<file path="config.mk">
export PLATFORM = sky130hd
export DESIGN_NAME = csrl_ctrl
export DESIGN_NICKNAME = d
export VERILOG_FILES = /design/src/design/csrl_pkg.sv /design/src/design/csrl_ctrl.sv
export SDC_FILE = /design/constraint.sdc
export NUM_CORES = 1
export LEC_CHECK = 0
export BUFFER_PORTS_ARGS = -buffer_cell sky130_fd_sc_hd__buf_2
export CORE_AREA = 2 2 39 41
export DETAILED_ROUTE_END_ITERATION = 16
export DIE_AREA = 0 0 41 43
export SYNTH_ARGS = -nofsm -noshare
export SYNTH_HDL_FRONTEND = slang
export SYNTH_SLANG_ARGS = --single-unit
</file>
<file path="constraint.sdc">
create_clock -name clk -period 1.3 [get_ports clk]
set_clock_uncertainty 0.1 [all_clocks]
set_input_delay 0.26 -clock clk [delete_from_list [all_inputs] [get_ports clk]]
set_output_delay 0.26 -clock clk [all_outputs]
set_load 0.05 [all_outputs]
</file>
<file path="src/design/csrl_pkg.sv">
// Package for the cosine similarity / relative L2 core.
// Shared widths, FSM state type, controller/datapath command and status structs.
`timescale 1ns / 1ps
package csrl_pkg;

	localparam int MAX_ELEMENTS = 65536;
	localparam int CNT_W        = $clog2(MAX_ELEMENTS + 1);
	localparam int ACC_W        = 31 + CNT_W;
	localparam int DIFF_W       = 33 + CNT_W;
	localparam int PROD_W       = 2 * ACC_W;
	localparam int WIDE_W       = 2 * ACC_W + 34;
	localparam int COS_BITS     = 16;
	localparam int REL_BITS     = 24;
	localparam int K_W          = $clog2(REL_BITS);
	localparam int COS_SHIFT    = 30;
	localparam int REL_SHIFT    = 32;

	localparam logic [0:0] REG_PASS = 1'b0;
	localparam logic [0:0] REG_WARN = 1'b1;

	localparam logic [1:0] VERDICT_PASS  = 2'd0;
	localparam logic [1:0] VERDICT_WARN  = 2'd1;
	localparam logic [1:0] VERDICT_FATAL = 2'd2;

	localparam logic signed [15:0] PASS_RESET = 16'sd32440;
	localparam logic signed [15:0] WARN_RESET = 16'sd31130;

	typedef enum logic [3:0] {
		ST_ACC,
		ST_LD_NORM,
		ST_W_NORM,
		ST_LD_DOT,
		ST_W_DOT,
		ST_LD_COS,
		ST_W_COS,
		ST_LD_REL,
		ST_W_REL,
		ST_EMIT
	} state_t;

	typedef struct packed {
		logic acc;
		logic mul_norm;
		logic mul_dot;
		logic root_cos;
		logic root_rel;
		logic cos_save;
		logic out_load;
	} cmd_t;

	typedef struct packed {
		logic mul_busy;
		logic root_busy;
		logic out_free;
	} sts_t;

endpackage

</file>
<file path="src/design/csrl_ctrl.sv">
// Controller FSM: streams items into the sums, then sequences the end-of-vector math.
// Depends on csrl_pkg.
`timescale 1ns / 1ps
module csrl_ctrl import csrl_pkg::*; (
	input  logic clk,
	input  logic arst_n,
	input  logic in_valid,
	input  logic in_last,
	output logic in_ready,
	input  sts_t sts,
	output cmd_t cmd
);

	state_t state_q, state_nx;

	always_ff @(posedge clk or negedge arst_n) begin
		if (!arst_n) begin
			state_q <= ST_ACC;
		end else begin
			state_q <= state_nx;
		end
	end

	always_comb begin
		state_nx = state_q;
		case (state_q)
			ST_ACC: begin
				if (in_valid && in_last) state_nx = ST_LD_NORM;
			end
			ST_LD_NORM: state_nx = ST_W_NORM;
			ST_W_NORM: begin
				if (!sts.mul_busy) state_nx = ST_LD_DOT;
			end
			ST_LD_DOT: state_nx = ST_W_DOT;
			ST_W_DOT: begin
				if (!sts.mul_busy) state_nx = ST_LD_COS;
			end
			ST_LD_COS: state_nx = ST_W_COS;
			ST_W_COS: begin
				if (!sts.root_busy) state_nx = ST_LD_REL;
			end
			ST_LD_REL: state_nx = ST_W_REL;
			ST_W_REL: begin
				if (!sts.root_busy) state_nx = ST_EMIT;
			end
			ST_EMIT: begin
				if (sts.out_free) state_nx = ST_ACC;
			end
			default: state_nx = ST_ACC;
		endcase
	end

	always_comb begin
		cmd      = '0;
		in_ready = 1'b0;
		case (state_q)
			ST_ACC: begin
				in_ready = 1'b1;
				cmd.acc  = in_valid;
			end
			ST_LD_NORM: cmd.mul_norm = 1'b1;
			ST_LD_DOT:  cmd.mul_dot  = 1'b1;
			ST_LD_COS:  cmd.root_cos = 1'b1;
			ST_LD_REL: begin
				cmd.cos_save = 1'b1;
				cmd.root_rel = 1'b1;
			end
			ST_EMIT:    cmd.out_load = sts.out_free;
			default: begin
				cmd = '0;
			end
		endcase
	end

endmodule

</file>
Word-level counts from Yosys, hierarchy flattened --
Index checks and enable logic that the tools add are counted.
Word-level totals: logic and storage cells 33, output and inout bits 8, bits in registers 4
Cells by class: reductions and logical operators 3, mux-type cells 14, equal/unequal tests 15
Operators with widths (number):
- one-hot mux 4 bit (10 select lines) | 1
- 2-to-1 mux 4 bit | 6
- equality test 4 x 3 -> 1 bit, second input constant | 4
- != test 2 bit, second input constant | 6
- equality test 4 x 2 -> 1 bit, second input constant | 2
- equality test 4 bit, second input constant | 2
- 2-to-1 mux 1 bit | 6
- AND reduction 6 bit | 1
- equality test 4 x 1 -> 1 bit, second input constant | 1
- zero test 4 bit | 1
- 2-to-1 mux 2 bit | 1
- logical AND 1 bit | 1

Logic depth before layout (Yosys ltp) --
Gate-level depths: netlist of run 1.
depth after elaboration 3, gate-level depth with buffers 5, depth with buffers taken out 4

Worst setup path before layout of run 1 --
OpenSTA, ideal clock, no wires.
path type register -> output, from register state_q[1], to output port cmd[6] in the netlist's numbering, arrival time 2.042 ns, buffers on the path 1, cell stages (with the launch flop) 4, required time 0.940 ns, path slack -1.102 ns, path through dfrtp_1 buf_6 nor4_2 and2_1
RTL lines:
- from (decl) | RTL line csrl_ctrl.sv:14 | state_t state_q, state_nx;
- from (signal assigned) | RTL line csrl_ctrl.sv:20 | state_q <= state_nx;
- to (decl) | RTL line csrl_ctrl.sv:11 | output cmd_t cmd

==> summary.txt, run 1 <==
Run status
  • Outcome: complete, but fails checks
  • Failing checks: setup timing

CTS
  • Cell at the root of the clock tree: clkbuf_4
  • Clock buffer depth: 2
  • Clock transition at path regs: 0.04 ns
  • CTS tree: yes
  • Clock sink count: 4
  • H-tree depth: 1
  • Clk Latency, worst-skew pair: 0.24 ns
  • TritonCTS Buffers: 3

Critical path
  • Worst setup path class: reg2out
  • Register-to-Register Path Depth: 7
  • Startpoint types: flop
  • Crit path max fanout: 6
  • Worst EP arrival: between 1 and 1.5 ns
  • R2R Setup Slk: -0.21 ns
  • CP Capture Point: cmd[6]
  • CP Capture Type: primary output
  • CP peak stage delay: approximately 0.46 ns
  • R2r endpoint: state_q[0]
  • Launch point of the worst reg-to-reg path: state_q[3]
  • CP startpoint: state_q[0]
  • Critical Path, Cell by Cell: nor4_4 -> and2_4 -> buf_8
  • Slowest CP cell: dfrtp_2
  • Worst Path Required: 0.94 ns

Power
  • Switch share: 47.8%
  • Leak pwr: 0.000275 uW
  • Proportion of power drawn by the clock network: 10.3%
  • P_sw: 828 uW
  • Internal: 905 uW
  • Power Dens Cells: between 2000 and 3000 nW/um^2
  • VDD IR max: around 730 uV
  • Seq pwr share: a little under a fifth
  • Gate power share: 71.3%

STA
  • Max-slew headroom: 83.5%
  • Peak Freq: 606 MHz
  • Final setup fails: 9
  • Min Tclk post-route: 1.65 ns
  • Pins Over Slew Limit: 0
  • RSZ-0062 raised after global routing: yes
  • Period Utilization, post-route: 127%
  • Post-route setup TNS: -2.58 ns
  • Worst-Margin Slew: 0.249 ns
  • Hold Violations, Final: 0
  • Final WS setup: -0.351 ns
  • WHS: 0.147 ns

Detailed routing
  • Vias: 353
  • DRT iter0 DRCs: 3
  • Drt pass-1 iters: 4
  • Post-route ant nets: 0
  • Detailed-route vias per instance: roughly 4.5
  • Wirelength, routed: approximately 910 um
  • WL per Instance: 11.6 um
  • DRC violations left: 0

Logic synthesis
  • #FFs+latches synth: 4
  • Synth cell count leaders: nand2_1 (5), dfrtp_1 (4), nand2b_1 (4), nor2_1 (4)
  • Async SR Flop Fraction: 100%
  • Synth top area share: 33.1%
  • Syn Inst Count: 36
  • Synth top area cells: dfrtp_1 (33%), nand2b_1 (8.3%), buf_6 (7.4%)
  • Sequential fraction of the synthesis area: 33.1%
  • Cell variety after synth: 17
  • Yosys top cell by area: dfrtp_1
  • Most frequent cell after synthesis: nand2_1
  • Yosys warns: 0
  • Avg Inst Size Synth: 8.41 um^2
  • Main synth FF type: dfrtp_1
  • Synth Cell Area: 303 um^2
  • EDFF count, synth: 0
  • Nets in the synthesized netlist: 43

Placement
  • Number of buffers added on ports: 14
  • Placed Cells: 71
  • DP Area: 478 um^2
  • Post-DP HPWL: 664 um
  • GPL Wtd Cong: approximately 0.75

Cells and area
  • Multi-input gate area: 256 um^2
  • Fill cells: between 100 and 150
  • Area Overhead vs Synth: 112%
  • Largest register FFs: 4
  • Diode count: 0
  • # nets final: 71
  • Layout cells sized above 1: around 75%
  • Finished Cell Area: between 600 and 700 um^2
  • Top reg by flops: state_q
  • Regs by FF count: state_q x4
  • Non-Filler Instances: a little under 80
  • Fin util: between 40% and 50%
  • Register area: roughly 110 um^2

Die
  • Ports: 15
  • Die H: between 40 and 50 um
  • FP Rows: 14
  • Die Width: 41 um
  • Initial core utilization: 21.9%
  • Die Area: 1760 um^2
  • Core area: approximately 1400 um^2

Job
  • Max-Cap Viols: 0

Global route
  • Largest net degree at the start of global routing: 7
  • Grt total ovfl: 0
  • First-pass GRT wire length: between 1500 and 2000 um
  • Vias in the first global route: 390
  • Gr usage total: between 10% and 20%
  • Initial antenna violation count: 0

Hold path
  • Worst Hold Class: in2reg
-- area by class of cell --
| cell class | instances | share of cell area [%] |
|---|---|---|
| Multi-Input combinational cell | 28 | 40.0 |
| Timing Repair Buffer | 27 | 36.3 |
| Sequential cell | 4 | 16.4 |
| Clock buffer | 4 | 4.10 |
| Tap cell | 16 | 3.13 |
-- power by group through the flow --
| stage | registers [uW] | clock network [uW] | logic (uW) |
|---|---|---|---|
| 2_1_floorplan | 232 | 0 | 795 |
| 3_3_place_gp | 301 | 0 | 935 |
| 3_5_place_dp | 307 | 0 | 944 |
| 4_1_cts | 312 | 182 | 1220 |
| 5_1_grt | 332 | 191 | 1340 |
| 6_report | 319 | 178 | 1240 |
-- routing by layer --
layer / routed length, um / part of all wire, % / up-vias / global-route usage [%]
li1: - / - / 175 / -
met1: 364 / 40 / 170 / 15.8
met2: 527 / 58 / 8 / 23.4
met3: 21 / 2.3 / 0 / 3.66
met4: 0 / 0 / 0 / 12.0
met5: 0 / 0 / - / 0
-- worst min-delay path by stage --
stage / startpoint / to / slack (ns) / cells past startpoint
after CTS: sts[0] / state_q[0] / 0.15 / 2
final: sts[0] / state_q[0] / 0.15 / 2
after detailed placement: arst_n / state_q[1] / -0.03 / 1
after global placement: arst_n / state_q[1] / -0.03 / 1
after global routing: sts[0] / state_q[0] / 0.18 / 2
after floorplan: arst_n / state_q[0] / -0.14 / 0
-- worst max-delay path, delay by kind of cell (launching register included) --
family,cells,cell delay [ns]
flip-flops,1,0.46
buffers and inverters,1,0.13
AND/OR/NAND/NOR,2,0.46
-- cell usage in the layout (no fill, tap or decap) --
cell,synthesis,layout
buf_6,2,10
buf_4,2,8
buf_2,0,7
nand2_1,5,5
dfrtp_2,0,4
clkbuf_4,0,3
nor2_4,0,2
nor3_4,0,2
nor2b_2,0,2
nand2b_1,4,2
a21oi_1,2,2
o22ai_1,2,2
nand2b_2,0,1
nand2b_4,0,1
nor4_4,0,1
and2_4,0,1
and3_4,0,1
mux2i_4,0,1
o22a_1,1,1
nor2_2,0,1
o32ai_2,0,1
xor2_1,1,1
nor2_1,4,1
clkbuf_1,0,1
dlygate4sd3_1,0,1
buf_8,0,1
-- stage by stage --
stage                     setup WS, ns  power [uW]
after floorplan                 -0.593        1030
after global placement          -0.183        1240
after detailed placement        -0.211        1250
after CTS                       -0.350        1710
after global routing            -0.405        1860
final                           -0.351        1730
-- logic make-up after synthesis --
group                     after synthesis  share of synthesized area [%]
xor gates and xnor gates                1                           2.89
DFF                                     4                           33.1
and+or+nand+nor                        20                           35.1
muxes                                   1                           3.31
buffers and inverters                   4                           12.4
AOI/OAI and AO/OA                       6                           13.2
-- repair_timing --
item | 4_1_cts | 5_1_grt
setup endpoints to repair | 9 | 9
setup buffers | 5 | 2
gates resized for setup | 23 | 8
hold buffers | 1 | 0
endpoints found under the hold margin | 4 | 0
pin swaps | 3 | 5
No activity file was read; power rests on OpenSTA's default activity.
==> run 2: changes to the inputs <==
SETUP_SLACK_MARGIN = 0.2   (was unset)
SKIP_LAST_GASP = 1   (was unset)
==> run 2 against run 1 <==
  * The flow still finishes with violations (setup timing)
  * Cell count fell by 5.1%
  * Sequential power rose by 1%
  * Sequential share of layout area rose by 0.71 points
  * Critical path type unchanged
  * Critical endpoint unchanged
  * Highest routed layer is now met4
==> summary.txt, run 2 (synthesis results as in run 1) <==
Run status
  • Outcome: complete, but fails checks
  • Failing checks: setup timing

Global route
  • Grt total ovfl: 0 (unchanged)
  • Gr usage total: 11.7% (-3.3 points)
  • Initial antenna violation count: 0 (unchanged)
  • Vias in the first global route: 338 (-13%)
  • Largest net degree at the start of global routing: 8 (+1)
  • First-pass GRT wire length: 1340 um (-21%)

Die
  • FP Rows: 14 (unchanged)
  • Core area: 1380 um^2 (unchanged)
  • Initial core utilization: 21.9% (unchanged)
  • Ports: 15 (unchanged)
  • Die H: 43 um (unchanged)
  • Die Width: 41 um (unchanged)
  • Die Area: 1760 um^2 (unchanged)

Detailed routing
  • Detailed-route vias per instance: 4.51 (+0.86%)
  • DRC violations left: 0 (unchanged)
  • Vias: 338 (-4.2%)
  • Drt pass-1 iters: 3 (-1)
  • DRT iter0 DRCs: 3 (unchanged)
  • Post-route ant nets: 0 (unchanged)
  • Wirelength, routed: 791 um (-13%)
  • WL per Instance: 10.5 um (-8.7%)

CTS
  • H-tree depth: 1 (unchanged)
  • Clock transition at path regs: 0.04 ns (about the same)
  • Clock sink count: 4 (unchanged)
  • CTS tree: yes
  • Clock buffer depth: 2 (unchanged)
  • Cell at the root of the clock tree: clkbuf_4
  • Clk Latency, worst-skew pair: 0.25 ns (about the same)
  • TritonCTS Buffers: 3 (unchanged)

Critical path
  • Startpoint types: flop
  • CP startpoint: state_q[3]
  • Worst setup path class: reg2out
  • Worst EP arrival: 1.27 ns (-0.02 ns)
  • Worst Path Required: 0.94 ns (about the same)
  • Launch point of the worst reg-to-reg path: state_q[1]
  • Crit path max fanout: 4 (-2)
  • CP Capture Type: primary output

Power
  • Leak pwr: 0.000255 uW (-7.2%)
  • VDD IR max: 803 uV (+9.4%)
  • Power Dens Cells: 2770 nW/um^2 (+2.4%)

STA
  • Max-slew headroom: 83.5% (about the same)
  • Final setup fails: 9 (unchanged)
  • Period Utilization, post-route: 125% (-2.0 points)
  • RSZ-0062 raised after global routing: yes
  • WHS: 0.137 ns (-0.0101 ns)
  • Final WS setup: -0.325 ns (+0.0262 ns)
  • Peak Freq: 615 MHz (+1.6%)
  • Pins Over Slew Limit: 0 (unchanged)
  • Worst-Margin Slew: 0.249 ns (+0.0000386 ns)
  • Min Tclk post-route: 1.63 ns (-0.0262 ns)
  • Hold Violations, Final: 0 (unchanged)
  • Post-route setup TNS: -2.35 ns (+0.229 ns)

Hold path
  • Worst Hold Class: in2reg
  • HP Start: sts[0]

Cells and area
  • Non-Filler Instances: 75 (-5.1%)
  • Finished Cell Area: 607 um^2 (-5.3%)
  • Regs by FF count: state_q x4
  • # nets final: 67 (-5.6%)
  • Fin util: 43.9% (-2.4 points)
  • Top reg by flops: state_q
  • Largest register FFs: 4 (unchanged)
  • Area Overhead vs Synth: 100%
  • Layout cells sized above 1: 71.2% (-3.4 points)
  • Commonest non-fill, non-tap cells in the layout: buf_2 (7), buf_4 (7), buf_6 (7)
  • Diode count: 0 (unchanged)

Placement
  • Placed Cells: 70 (-1.4%)
  • DP Area: 470 um^2 (-1.6%)
  • Number of buffers added on ports: 14 (unchanged)
  • GPL Wtd Cong: 0.703 (-5.9%)

Job
  • Max-Cap Viols: 0 (unchanged)
[run 2: cell count changes in the layout (fill, tap and decap cells not counted), sizes merged]
cell | before | now
buf | 26 | 22
[run 2: worst paths after layout]
path	cells past startpoint	slack (ns)	endpoint
hold / removal	2	0.14	state_q[0]
max in group asynchronous	2	0.71	state_q[1]
setup reg to reg	4	-0.02	state_q[0]
min in group asynchronous	2	0.26	state_q[3]
setup / recovery	3	-0.33	cmd[6]
hold reg to reg	2	0.55	state_q[0]
[run 2: where the power goes]
group / leakage, uW / switching, uW / internal, uW / total, uW
logic: 0.000193 / 643 / 539 / 1180
registers: 0.0000472 / 130 / 192 / 323
clock network: 0.0000150 / 61.7 / 116 / 178
[run 2: final cells by class]
type / count / area (um^2)
fillers: 138 / 777
flip-flops and latches: 4 / 104
repair buffers: 23 / 191
multi-input cells: 28 / 265
well taps: 16 / 20.0
clock buffers: 4 / 26.3
[run 2: routing by layer]
layer	track usage (%)	routed length [um]	vias up
met2	17.5	409	9
met3	1.57	20	2
met1	13.7	335	155
li1	-	-	172
met5	0	0	-
met4	10.0	25	0
[run 2: per-stage QoR]
step | setup slack, ns | power [uW]
2_1_floorplan | -0.593 | 1030
3_3_place_gp | -0.156 | 1230
3_5_place_dp | -0.165 | 1250
4_1_cts | -0.340 | 1600
5_1_grt | -0.388 | 1800
6_report | -0.325 | 1680
[run 2: worst max-delay path: stages (launching register included)]
cell	delay, ns
dfrtp_1	0.41
nor4_4	0.29
and2_4	0.18
buf_8	0.13
[run 2: what timing repair did]
action                                  CTS  global route
buffers inserted                          0             0
resized for setup                        21             5
endpoints found under the setup margin   11            11
cloned                                    0             0
hold buffers                              1             0
pin swaps                                 3             3
hold endpoints to repair                  4             0
